==> src/rtl/core/cubic_bezier_point_evaluator_macros.svh <==
// assertion macros for the cubic bezier point evaluator
// used by the top level; relies on a clock and an active-low reset passed in
`ifndef CUBIC_BEZIER_POINT_EVALUATOR_MACROS_SVH
`define CUBIC_BEZIER_POINT_EVALUATOR_MACROS_SVH

// antecedent implies consequent in the same cycle
`define CBPE_ASSERT_SAME(label, clk, rst_n, ante, cons) \
  label: assert property (@(posedge clk) disable iff (!rst_n) (ante) |-> (cons)) \
    else $error("cbpe check failed in same cycle");

// antecedent implies consequent in the following cycle
`define CBPE_ASSERT_NEXT(label, clk, rst_n, ante, cons) \
  label: assert property (@(posedge clk) disable iff (!rst_n) (ante) |=> (cons)) \
    else $error("cbpe check failed one cycle later");

`endif

==> src/rtl/core/cbpe_pkg.sv <==
// shared widths, types, register indexes and lerp functions
// for the cubic bezier point evaluator; no dependencies
`timescale 1ns / 1ps
`default_nettype none

package cbpe_pkg;

  localparam int COORD_BITS  = 11;
  localparam int T_FRAC_BITS = 10;
  localparam int NUM_PTS     = 4;
  localparam int CFG_IDX_W   = 4;

  // value widths after each interpolation level (exact numerators)
  localparam int T_W  = T_FRAC_BITS + 1;
  localparam int L1_W = COORD_BITS + T_FRAC_BITS;
  localparam int L2_W = L1_W + T_FRAC_BITS;
  localparam int ROUND_SHIFT = 3 * T_FRAC_BITS;

  // accumulator widths for a*s + b*t at each level
  localparam int S1_W = COORD_BITS + T_W + 1;
  localparam int S2_W = L1_W + T_W + 1;
  localparam int S3_W = L2_W + T_W + 1;

  typedef logic [COORD_BITS-1:0] coord_t;
  typedef logic [T_W-1:0]        tval_t;
  typedef logic [L1_W-1:0]       lvl1_t;
  typedef logic [L2_W-1:0]       lvl2_t;

  localparam tval_t T_ONE = tval_t'(1) << T_FRAC_BITS;
  localparam logic [S3_W-1:0] ROUND_HALF = S3_W'(1) << (ROUND_SHIFT - 1);

  // register indexes on the configuration port
  localparam logic [CFG_IDX_W-1:0] REG_P0_X = CFG_IDX_W'(0);
  localparam logic [CFG_IDX_W-1:0] REG_P0_Y = CFG_IDX_W'(1);
  localparam logic [CFG_IDX_W-1:0] REG_P1_X = CFG_IDX_W'(2);
  localparam logic [CFG_IDX_W-1:0] REG_P1_Y = CFG_IDX_W'(3);
  localparam logic [CFG_IDX_W-1:0] REG_P2_X = CFG_IDX_W'(4);
  localparam logic [CFG_IDX_W-1:0] REG_P2_Y = CFG_IDX_W'(5);
  localparam logic [CFG_IDX_W-1:0] REG_P3_X = CFG_IDX_W'(6);
  localparam logic [CFG_IDX_W-1:0] REG_P3_Y = CFG_IDX_W'(7);

  // control points, one coordinate of all four points per member
  typedef struct packed {
    coord_t [NUM_PTS-1:0] x;
    coord_t [NUM_PTS-1:0] y;
  } ctrl_pts_t;

  // curve parameter and its complement, traveling with a valid bit
  typedef struct packed {
    logic  valid;
    tval_t t;
    tval_t s;
  } tstep_t;

  // first level: coordinates to numerator over 2^F
  function automatic lvl1_t lerp_l1(coord_t a, coord_t b, tval_t s, tval_t t);
    logic [S1_W-1:0] acc;
    acc = S1_W'(a) * S1_W'(s) + S1_W'(b) * S1_W'(t);
    return acc[L1_W-1:0];
  endfunction

  // second level: numerator over 2^2F
  function automatic lvl2_t lerp_l2(lvl1_t a, lvl1_t b, tval_t s, tval_t t);
    logic [S2_W-1:0] acc;
    acc = S2_W'(a) * S2_W'(s) + S2_W'(b) * S2_W'(t);
    return acc[L2_W-1:0];
  endfunction

  // last level plus round half up and scale back to a coordinate
  function automatic coord_t lerp_round(lvl2_t a, lvl2_t b, tval_t s, tval_t t);
    logic [S3_W-1:0] acc;
    acc = S3_W'(a) * S3_W'(s) + S3_W'(b) * S3_W'(t) + ROUND_HALF;
    return acc[ROUND_SHIFT +: COORD_BITS];
  endfunction

endpackage

`default_nettype wire

==> src/rtl/core/cbpe_cfg_regs.sv <==
// control point register file written through the configuration port
// depends on cbpe_pkg
`timescale 1ns / 1ps
`default_nettype none

module cbpe_cfg_regs (
  input  wire logic                             clk,
  input  wire logic                             rst_n,
  input  wire logic                             cfg_we,
  input  wire logic [cbpe_pkg::CFG_IDX_W-1:0]   cfg_index,
  input  wire cbpe_pkg::coord_t                 cfg_data,
  output cbpe_pkg::ctrl_pts_t                   pts
);

  cbpe_pkg::ctrl_pts_t pts_r;
  cbpe_pkg::ctrl_pts_t pts_nxt;

  // decode the write; unknown indexes are dropped
  always_comb begin
    pts_nxt = pts_r;
    if (cfg_we) begin
      unique case (cfg_index)
        cbpe_pkg::REG_P0_X: pts_nxt.x[0] = cfg_data;
        cbpe_pkg::REG_P0_Y: pts_nxt.y[0] = cfg_data;
        cbpe_pkg::REG_P1_X: pts_nxt.x[1] = cfg_data;
        cbpe_pkg::REG_P1_Y: pts_nxt.y[1] = cfg_data;
        cbpe_pkg::REG_P2_X: pts_nxt.x[2] = cfg_data;
        cbpe_pkg::REG_P2_Y: pts_nxt.y[2] = cfg_data;
        cbpe_pkg::REG_P3_X: pts_nxt.x[3] = cfg_data;
        cbpe_pkg::REG_P3_Y: pts_nxt.y[3] = cfg_data;
        default: ;
      endcase
    end
  end

  always_ff @(posedge clk) begin
    if (!rst_n) begin
      pts_r <= '0;
    end else begin
      pts_r <= pts_nxt;
    end
  end

  assign pts = pts_r;

endmodule

`default_nettype wire

==> config.mk <==
export PLATFORM = sky130hd
export DESIGN_NAME = cbpe_cfg_regs
export DESIGN_NICKNAME = d
export VERILOG_FILES = /design/src/rtl/core/cubic_bezier_point_evaluator_macros.svh /design/src/rtl/core/cbpe_pkg.sv /design/src/rtl/core/cbpe_cfg_regs.sv
export SDC_FILE = /design/constraint.sdc
export NUM_CORES = 1
export LEC_CHECK = 0
export BUFFER_PORTS_ARGS = -buffer_cell sky130_fd_sc_hd__buf_2
export CORE_MARGIN = 2
export CORE_UTILIZATION = 25
export DETAILED_ROUTE_END_ITERATION = 7
export PLACE_DENSITY_LB_ADDON = 0.08
export SLEW_MARGIN = 10
export SYNTH_ARGS = -nofsm -noshare
export SYNTH_HDL_FRONTEND = slang
export SYNTH_SLANG_ARGS = --single-unit
==> constraint.sdc <==
create_clock -name clk -period 1.1 [get_ports clk]
set_clock_uncertainty 0.05 [all_clocks]
set_input_delay 0.055 -clock clk [delete_from_list [all_inputs] [get_ports clk]]
set_output_delay 0.055 -clock clk [all_outputs]
set_load 0.03 [all_outputs]
== After elaboration in Yosys (flattened, before gate mapping) ==
Index checks and enable logic that the tools add are counted.

* Bits in registers: 88
* Bits in latches: 0
* Memory bits (writable): 0
* Memory bits (read-only): 0
* Input bits: 18
* Output and inout port bits: 88
* Logic and storage cells: 24
* Memories kept: 0

* Add/subtract/negate cells: 0
* $mul: 0
* Divide/modulo/power cells: 0
* Order comparisons: 0
* Eq/ne operators: 7
* Shift-type cells: 0
* Mux-type cells: 0
* Bitwise operators: 0
* Reduce and logical (&&, ||, !) cells: 9

{| class="wikitable"
|+ Operators with widths
! kind !! number
|-
| $eq A4 B3 Y1 const B || 4
|-
| $reduce_and A2 Y1 || 8
|-
| $eq A4 B2 Y1 const B || 2
|-
| $eq A4 B1 Y1 const B || 1
|-
| $logic_not A4 Y1 || 1
|}

== Depth between registers and ports, before layout ==
Gate-level depths: netlist (run 1).

* Depth after elaboration: 2
* Mapped depth: 5
* Gate-level depth less buffers: 3

== Least setup slack after synthesis (run 1) ==
Ideal clock, no wire load.

* Path kind: input to register
* Start point: input cfg_index[3] (netlist bit)
* End point: register pts_r, in the netlist pts[79]
* Setup time: 72 ps
* Arrival time: 811 ps
* Setup slack: 167 ps
* Stages on the path: 4
* Buffers on the path: 1
* Path through: nand3b_4 nor3b_2 buf_6 mux2i_1

* Word-level cells in the longest chain between the ends: 2

{| class="wikitable"
|+ Ends and longest elaborated chain
! element !! line !! source
|-
| start, declared || cbpe_cfg_regs.sv:10 || <nowiki>input wire logic [cbpe_pkg::CFG_IDX_W-1:0] cfg_index,</nowiki>
|-
| $eq A4 B3 Y1 || cbpe_cfg_regs.sv:22 || <nowiki>unique case (cfg_index)</nowiki>
|-
| $reduce_and A2 Y1 (no source line) || -- ||
|-
| end signal, assigned || cbpe_cfg_regs.sv:40 || <nowiki>pts_r <= pts_nxt;</nowiki>
|-
| end, declared || cbpe_cfg_regs.sv:15 || <nowiki>cbpe_pkg::ctrl_pts_t pts_r;</nowiki>
|}

No other way between the ends.
A chain may end at the register's enable or synchronous reset.

== Worst setup path after layout (run 1) ==
* Start point: register pts_r, in the netlist pts[82]
* End point: output pts[82] (netlist bit)

{| class="wikitable"
|+ RTL lines
! element !! line !! source
|-
| end, declared || cbpe_cfg_regs.sv:12 || <nowiki>output cbpe_pkg::ctrl_pts_t pts</nowiki>
|}

No word-level cell between the ends.

==> summary.md, run 1 <==
| Metric | Value |
|---|---|
| Hold buffer count at cts | `0` |
| Starting Density | `0.2562` |
| RSZ-0062 raised after global routing | `no` |
| Kind of start point of the critical path | `flip-flop` |
| Die Ht | `118.0 µm` |
| Pre-Repair DR Iteration Count | `4` |
| Detail Route Antenna Nets | `0` |
| Final period utilization | `0.9230` |
| Max-cap viol count | `0` |
| Fin nets | `445` |
| Post-route cell area | `0.004393 mm²` |
| Logic pwr share | `0.074` |
| Xor-xnor portion of the synthesized cell area | `0` |
| Insertion delay to the later sink of the worst-skew pair | `0.33 ns` |
| Met3 global-route usage | `0.03924` |
| Clock root cell | `clkbuf_16` |
| Die W | `118.0 µm` |
| Placed cells | `588` |
| Crit path kind | `flip-flop to output port` |
| Vias/cell | `4.111` |
| First-pass GRT wire length | `14.72 mm` |
| Clock slew at reported path FFs | `0.06 ns` |
| Clk sinks | `88` |
| Switch Pwr | `1.557 mW` |
| Final WS setup | `0.08475 ns` |
| Initial antenna violation count | `0` |
| Clock power frac | `0.432` |
| Post-synthesis mux area share | `0.2713` |
| Rel. slew slack | `0.6888` |
| Met1 usage | `0.1974` |
| GRT Util Overall | `0.1432` |
| Yosys reg bits | `88` |
| Final setup vio count | `0` |
| DRC violations left | `0` |
| FP Rows | `41` |
| Total Power | `6.572 mW` |
| GR Util met2 | `0.2177` |
| Power per cell area | `1496 mW/mm²` |
| RD Place Congestion | `0.6942` |
| CORE AREA | `0.01267 mm²` |
| Area growth syn-to-layout | `35.30%` |
| Syn Nets | `324` |
| Largest delay share family, worst path | `flip-flops` |
| Critical Path RT | `1.00 ns` |
| Deepest clock path buffer count | `2` |
| Number of global-route vias before repair | `2481` |
| Worst slew pin tran | `0.4657 ns` |
| Syn. warnings | `0` |
| Register area share after synthesis | `0.5426` |
| Sw Ratio | `0.2369` |
| Synth unique cells | `14` |
| Largest register FFs | `88` |
| Largest stage delay, worst path | `0.36 ns` |
| Outcome | `completed` |
| Compound-Gate Fraction of Synth Area | `0` |
| Main combinational cell family by area after synthesis | `multiplexers` |
| Simple-Gate Fraction of Synth Area | `0.1476` |
| Count of pins over their slew limit | `0` |
| Post-route insts no fill | `603` |
| Largest fanout on the critical path | `2` |
| Post-Route WL | `9.657 mm` |
| Post-Synth Adder-Cell Area | `0` |
| CTS Buf Count | `9` |
| WL/cell | `16.01 µm` |
| Crit. End Element | `output port` |
| Diodes inserted | `0` |
| Mapped Area | `0.003247 mm²` |
| WP buf/inv | `1` |
| Layout cells sized above 1 | `0.3457` |
| H-tree depth | `3` |
| Maximum VDD drop | `0.6005 mV` |
| Pre-CTS WS | `-0.07958 ns` |
| Min-Delay Path Class | `primary input to flip-flop` |
| Busiest grt layer | `met2` |
| Ports | `106` |
| Post-CTS Resized | `0` |
| Critical path arrival | `0.91 ns` |
| DP Area | `0.004120 mm²` |
| DRT iter0 DRCs | `145` |
| GRT overflow | `0` |
| Number of post-CTS setup repair buffers | `0` |
| Tmin final | `1.015 ns` |
| Detailed placement HPWL | `6.470 mm` |
| Buffers on Ports | `105` |
| Synthesized instance count | `306` |
| Seq pwr share | `0.494` |
| Die area | `0.01391 mm²` |
| Detailed-route via count | `2479` |
| Final hold violations | `0` |
| Pin count of the biggest net entering global routing | `49` |
| Synthesized area per cell | `10.61 µm²` |
| Worst path slowest cell | `dfxtp_1` |
| F_max | `0.9850 GHz` |
| CP cell instances | `buf_2` |
| TritonCTS clock tree | `yes` |
| Final core utilization | `0.3467` |
| Pleak | `2.193 nW` |
| P_int | `5.015 mW` |
==> per-layer routing <==
metal  part of all wire  up-vias
met5                  0        -
met4              0.011        0
met1               0.50     1165
met3              0.045        8
li1                   -     1247
met2               0.45       59
==> cell usage in the layout (no fill, tap or decap), drive strengths merged <==
cell,n
buf,129
nor3b,3
nand2b,1
nand2,101
and3,1
clkbuf,11
mux2i,88
dfxtp,88
clkinv,4
nand3b,3
nor2,2
==> cell type report <==
| class | count | area [µm²] |
|---|---|---|
| clock inverter | 4 | 20.02 |
| tap | 172 | 215.2 |
| clock buffer | 11 | 252.7 |
| sequential | 88 | 1762 |
| multi-input combinational | 199 | 1360 |
| fill | 1358 | 8278 |
| timing repair buffer | 129 | 783.3 |
==> cell families (layout without fill, tap and decap cells) <==
logic type             Yosys count  after routing
AND/OR/NAND/NOR                111            111
multiplexers                    88             88
flip-flops                      88             88
buffers and inverters           19            144
==> Yosys cell counts <==
| library cell | number | share of area |
|---|---|---|
| nor3b_2 | 2 | 0.0077 |
| buf_4 | 3 | 0.0069 |
| and3_2 | 1 | 0.0023 |
| buf_6 | 5 | 0.017 |
| clkbuf_1 | 7 | 0.0081 |
| nand3b_4 | 1 | 0.0062 |
| dfxtp_1 | 88 | 0.54 |
| mux2i_1 | 88 | 0.27 |
| nand2b_1 | 1 | 0.0019 |
| nor3b_4 | 1 | 0.0058 |
| nand3b_1 | 2 | 0.0046 |
| nor2_1 | 2 | 0.0023 |
| buf_2 | 4 | 0.0062 |
| nand2_1 | 101 | 0.12 |
==> worst paths after layout <==
path | start | end | slack [ns] | cells past startpoint
worst max-delay path | pts[82] | pts[82] | 0.08 | 1
worst min-delay path | cfg_data[2] | pts[57] | 0.08 | 4
worst max register to register | pts[79] | pts[79] | 0.40 | 2
worst min register to register | pts[61] | pts[61] | 0.41 | 2
==> stage by stage <==
stage,TNS [ns],hold WS [ns]
finish,0,0.07901
global route,0,0.08556
CTS,0,0.06612
detailed placement,-1.293,0.3965
global placement,-0.4887,0.3941
floorplan,0,0.1968
==> power groups by stage <==
stage | registers (mW) | clock network, mW | logic, mW
after floorplan | 3.40 | 0 | 0.179
after global placement | 3.32 | 0 | 0.489
after detailed placement | 3.32 | 0 | 0.492
after CTS | 3.25 | 2.95 | 0.493
after global routing | 3.25 | 3.10 | 0.521
final | 3.25 | 2.84 | 0.484
Power figures use the tool's default switching activity.
==> run 2: changes to the inputs <==
--- a/config.mk
+++ b/config.mk
@@ -10,6 +10,7 @@
 export CORE_UTILIZATION = 25
 export DETAILED_ROUTE_END_ITERATION = 7
 export PLACE_DENSITY_LB_ADDON = 0.08
+export REMOVE_ABC_BUFFERS = 1
 export SLEW_MARGIN = 10
 export SYNTH_ARGS = -nofsm -noshare
 export SYNTH_HDL_FRONTEND = slang
==> run 2 against run 1 <==
Compared with the run above: die area unchanged; critical path depth did not move; worst setup slack got worse by 0.0025 ns; sequential share of layout area shrank 0.37 points; final area increased by 0.94%; flip-flop and latch count is the same; non-clock buffer count increased by 4; first-iteration DRC count shrank 11%; combinational power fell by 8.5%; core utilization grew 0.33 points; via count rose by 0.40%; largest power group unchanged; highest routed layer unchanged.
==> summary.md, run 2 (synthesized netlist as in run 1, its figures left out) <==
| Metric | Value |
|---|---|
| Outcome | `completed` |
| Pre-Repair DR Iteration Count | `4` |
| RD Place Congestion | `0.6887` |
| Pleak | `2.230 nW` |
| H-tree depth | `3` |
| Die Ht | `118.0 µm` |
| DRT iter0 DRCs | `129` |
| Maximum VDD drop | `0.6664 mV` |
| Power per cell area | `1541 mW/mm²` |
| CTS Buf Count | `9` |
| Post-Route WL | `9.141 mm` |
| R2r worst-path depth | `2` |
| R2r startpoint | `pts[30]` |
| Crit path kind | `flip-flop to output port` |
| FF-to-FF setup slack | `0.45 ns` |
| RSZ-0062 raised after global routing | `no` |
| Clock slew at reported path FFs | `0.06 ns` |
| Ports | `106` |
| Number of global-route vias before repair | `2398` |
| Final period utilization | `0.9252` |
| First-pass GRT wire length | `14.24 mm` |
| Fin nets | `449` |
| Detail Route Antenna Nets | `0` |
| Post-route insts no fill | `607` |
| Largest register FFs | `88` |
| Clock root cell | `clkbuf_16` |
| WL/cell | `15.06 µm` |
| F_max | `0.9826 GHz` |
| Diodes inserted | `0` |
| Pin count of the biggest net entering global routing | `38` |
| Final setup vio count | `0` |
| Detailed-route via count | `2489` |
| GRT Util Overall | `0.1359` |
| Largest stage delay, worst path | `0.36 ns` |
| Final core utilization | `0.3500` |
| Largest delay share family, worst path | `flip-flops` |
| WP buf/inv | `1` |
| Commonest non-fill, non-tap cell in the layout | `buf_2` |
| Largest fanout on the critical path | `2` |
| Clk sinks | `88` |
| Hold Path Origin | `cfg_data[6]` |
| Worst path slowest cell | `dfxtp_1` |
| Initial antenna violation count | `0` |
| Final hold violations | `0` |
| Min-Delay Path Class | `primary input to flip-flop` |
| Placed cells | `592` |
| Post-CTS Resized | `0` |
| Max-cap viol count | `0` |
| Kind of start point of the critical path | `flip-flop` |
| CP cell instances | `buf_2` |
| Worst slew pin tran | `0.3123 ns` |
| Crit. End Element | `output port` |
| Detailed placement HPWL | `6.534 mm` |
| GRT overflow | `0` |
| Total Power | `6.833 mW` |
| Vias/cell | `4.100` |
| Worst path depth | `1` |
| Die area | `0.01391 mm²` |
| Count of pins over their slew limit | `0` |
| DRC violations left | `0` |
| Rel. slew slack | `0.7913` |
| Hold Path Cell Cnt | `3` |
| Tmin final | `1.018 ns` |
| Post-Route Hold Slack | `0.1101 ns` |
| Hold buffer count at cts | `0` |
| Die W | `118.0 µm` |
| Commonest non-fill, non-tap cells in the layout | `buf_2, nand2_1, mux2i_1, dfxtp_1, buf_4` |
| Starting Density | `0.2562` |
| RR Endpoint | `pts[30]` |
| Deepest clock path buffer count | `2` |
| CORE AREA | `0.01267 mm²` |
| Number of post-CTS setup repair buffers | `0` |
| Area growth syn-to-layout | `36.57%` |
| Worst Hold End | `pts[50]` |
| Buffers on Ports | `105` |
| TritonCTS clock tree | `yes` |
| Critical path arrival | `0.91 ns` |
| Insertion delay to the later sink of the worst-skew pair | `0.33 ns` |
| FP Rows | `41` |
| Critical Path RT | `1.00 ns` |
| Layout cells sized above 1 | `0.3540` |
==> run 2: where the power goes <==
| group | switching, mW | total [mW] | internal (mW) |
|---|---|---|---|
| logic | 0.290 | 0.443 | 0.153 |
| registers | 0.0216 | 3.25 | 3.23 |
| clock network | 1.22 | 3.14 | 1.92 |
| total | 1.53 | 6.83 | 5.31 |
==> run 2: metal layers <==
| layer | vias up | share of wire | GRT usage |
|---|---|---|---|
| met3 | 5 | 0.069 | 0.06056 |
| met5 | - | 0 | 0 |
| met2 | 80 | 0.42 | 0.1940 |
| met4 | 0 | 0.010 | 0.03840 |
| li1 | 1263 | - | - |
| met1 | 1141 | 0.50 | 0.1842 |
==> run 2: final cells by class <==
class	instances	area, µm²
Clock buffer	12	266.5
Clock inverter	3	40.04
Fill cell	1354	8237
Multi-Input combinational cell	199	1375
Sequential cell	88	1762
Tap cell	172	215.2
Timing Repair Buffer	133	775.7
==> run 2: worst max path at each step <==
| stage | startpoint | endpoint | slack, ns |
|---|---|---|---|
| CTS | pts[16] | pts[16] | 0.04 |
| floorplan | cfg_index[3] | pts[77] | -0.19 |
| global route | pts[16] | pts[16] | 0.02 |
| global placement | cfg_index[3] | pts[82] | -0.14 |
| finish | pts[16] | pts[16] | 0.08 |
| detailed placement | cfg_index[3] | pts[83] | -0.15 |
==> run 2: per-stage QoR <==
stage	TNS, ns	setup WS (ns)	cell area (µm²)
2_1_floorplan	-6.099	-0.1942	3122
3_3_place_gp	-2.328	-0.1439	4128
3_5_place_dp	-3.283	-0.1538	4128
4_1_cts	0	0.04096	4434
5_1_grt	0	0.02262	4434
6_report	0	0.08227	4434
==> run 3: changes to the inputs <==
==> constraint.sdc (replaced) <==
create_clock -name clk -period 1.15 [get_ports clk]
set_clock_uncertainty 0.05 [all_clocks]
set_input_delay 0.0575 -clock clk [delete_from_list [all_inputs] [get_ports clk]]
set_output_delay 0.0575 -clock clk [all_outputs]
set_load 0.03 [all_outputs]
==> run 3 against run 2 <==
Compared with the run above: final cell count fell by 0.33%; global-route usage decreased by 0.30 points; highest routed layer unchanged; routed wire length barely moved; total power fell by 4.5%; largest power group unchanged; largest cell class unchanged.
==> summary.md, run 3 (synthesized netlist as in run 1, its figures left out) <==
| Metric | Value |
|---|---|
| Vias/cell | `4.086` |
| Max-cap viol count | `0` |
| RSZ-0062 raised after global routing | `no` |
| CTS Buf Count | `9` |
| Max Used Layer | `met4` |
| Total Power | `6.524 mW` |
| Pin count of the biggest net entering global routing | `38` |
| First-pass GRT wire length | `14.12 mm` |
| Area growth syn-to-layout | `36.49%` |
| Worst path slowest cell | `dfxtp_1` |
| Largest delay share family, worst path | `flip-flops` |
| Detailed placement HPWL | `6.412 mm` |
| Power per cell area | `1472 mW/mm²` |
| Clock root cell | `clkbuf_16` |
| Outcome | `completed` |
| F_max | `0.9873 GHz` |
| Worst slew pin tran | `0.3123 ns` |
| Die Ht | `118.0 µm` |
| CORE AREA | `0.01267 mm²` |
| Die W | `118.0 µm` |
| Critical path arrival | `0.91 ns` |
| Largest register FFs | `88` |
| Met3 wire length | `635 µm` |
| Kind of start point of the critical path | `flip-flop` |
| Largest fanout on the critical path | `2` |
| Min-Delay Path Class | `primary input to flip-flop` |
| Placed cells | `590` |
| Pre-Repair DR Iteration Count | `4` |
| Commonest non-fill, non-tap cells in the layout | `buf_2, nand2_1, mux2i_1, dfxtp_1, buf_4` |
| Tmin final | `1.013 ns` |
| Final hold violations | `0` |
| TritonCTS clock tree | `yes` |
| Die area | `0.01391 mm²` |
| Clock slew at reported path FFs | `0.06 ns` |
| DRC violations left | `0` |
| GRT overflow | `0` |
| Diodes inserted | `0` |
| FP Rows | `41` |
| H-tree depth | `3` |
| Number of global-route vias before repair | `2455` |
| Post-Route WL | `9.142 mm` |
| Buffers on Ports | `105` |
| Critical Path RT | `1.04 ns` |
| Rel. slew slack | `0.7913` |
| Maximum VDD drop | `0.5456 mV` |
| Final setup vio count | `0` |
| Ports | `106` |
| Detail Route Antenna Nets | `0` |
| WL/cell | `15.11 µm` |
| Metal-1 WL | `4.538 mm` |
| CP cell instances | `buf_2` |
| Commonest non-fill, non-tap cell in the layout | `buf_2` |
| Largest stage delay, worst path | `0.36 ns` |
| Pleak | `2.222 nW` |
| RD Place Congestion | `0.6794` |
| DP Area | `0.004125 mm²` |
| Fin nets | `447` |
| GRT Util Overall | `0.1329` |
| Insertion delay to the later sink of the worst-skew pair | `0.33 ns` |
| Crit. End Element | `output port` |
| Initial antenna violation count | `0` |
| Crit path kind | `flip-flop to output port` |
| Layout cells sized above 1 | `0.3510` |
| WL met2 | `3.855 mm` |
| Clk sinks | `88` |
| WP buf/inv | `1` |
| Deepest clock path buffer count | `2` |
| Post-CTS Resized | `0` |
| Count of pins over their slew limit | `0` |
| Final period utilization | `0.8808` |
| DRT iter0 DRCs | `84` |
| Starting Density | `0.2562` |
| Post-route insts no fill | `605` |
| Number of post-CTS setup repair buffers | `0` |
| Filler cells | `1321` |
| Post-route cell area | `0.004432 mm²` |
| Detailed-route via count | `2472` |
| Hold buffer count at cts | `0` |
run 3: through the flow:
step | setup WS, ns | hold WS, ns | util | TNS (ns)
after global placement | -0.1109 | 0.3912 | 0.3256 | -0.7879
after detailed placement | -0.1186 | 0.3957 | 0.3256 | -0.8993
after floorplan | -0.1467 | 0.1551 | - | -4.532
after global routing | 0.08796 | 0.1439 | 0.3498 | 0
final | 0.1371 | 0.1070 | 0.3498 | 0
after CTS | 0.09651 | 0.1028 | 0.3498 | 0
run 3: path summary, 6_finish.rpt:
| kind | slack [ns] | from | cells past startpoint | end |
|---|---|---|---|---|
| max | 0.14 | pts[16] | 1 | pts[16] |
| min | 0.11 | cfg_data[0] | 3 | pts[0] |
| max reg2reg | 0.50 | pts[16] | 2 | pts[16] |
| min reg2reg | 0.40 | pts[23] | 2 | pts[23] |
run 3: area by class of cell:
class,count,area (µm²),area share
Clock buffer,12,266.5,0.06014
Clock inverter,3,40.04,0.009034
Multi-Input combinational cell,199,1375,0.3103
Sequential cell,88,1762,0.3975
Tap cell,172,215.2,0.04856
Timing Repair Buffer,131,773.2,0.1745
run 3: where the power goes:
group	leakage, nW	switching (mW)	total [mW]	internal (mW)
clock	0.154	1.15	2.99	1.84
combinational	1.36	0.277	0.422	0.145
sequential	0.710	0.0202	3.11	3.09
total	2.22	1.45	6.52	5.07
run 3: routing by layer:
| layer | global-route usage | up-vias |
|---|---|---|
| met5 | 0 | - |
| met4 | 0.04518 | 0 |
| met3 | 0.05087 | 9 |
| met2 | 0.1915 | 70 |
| met1 | 0.1808 | 1140 |
| li1 | - | 1253 |
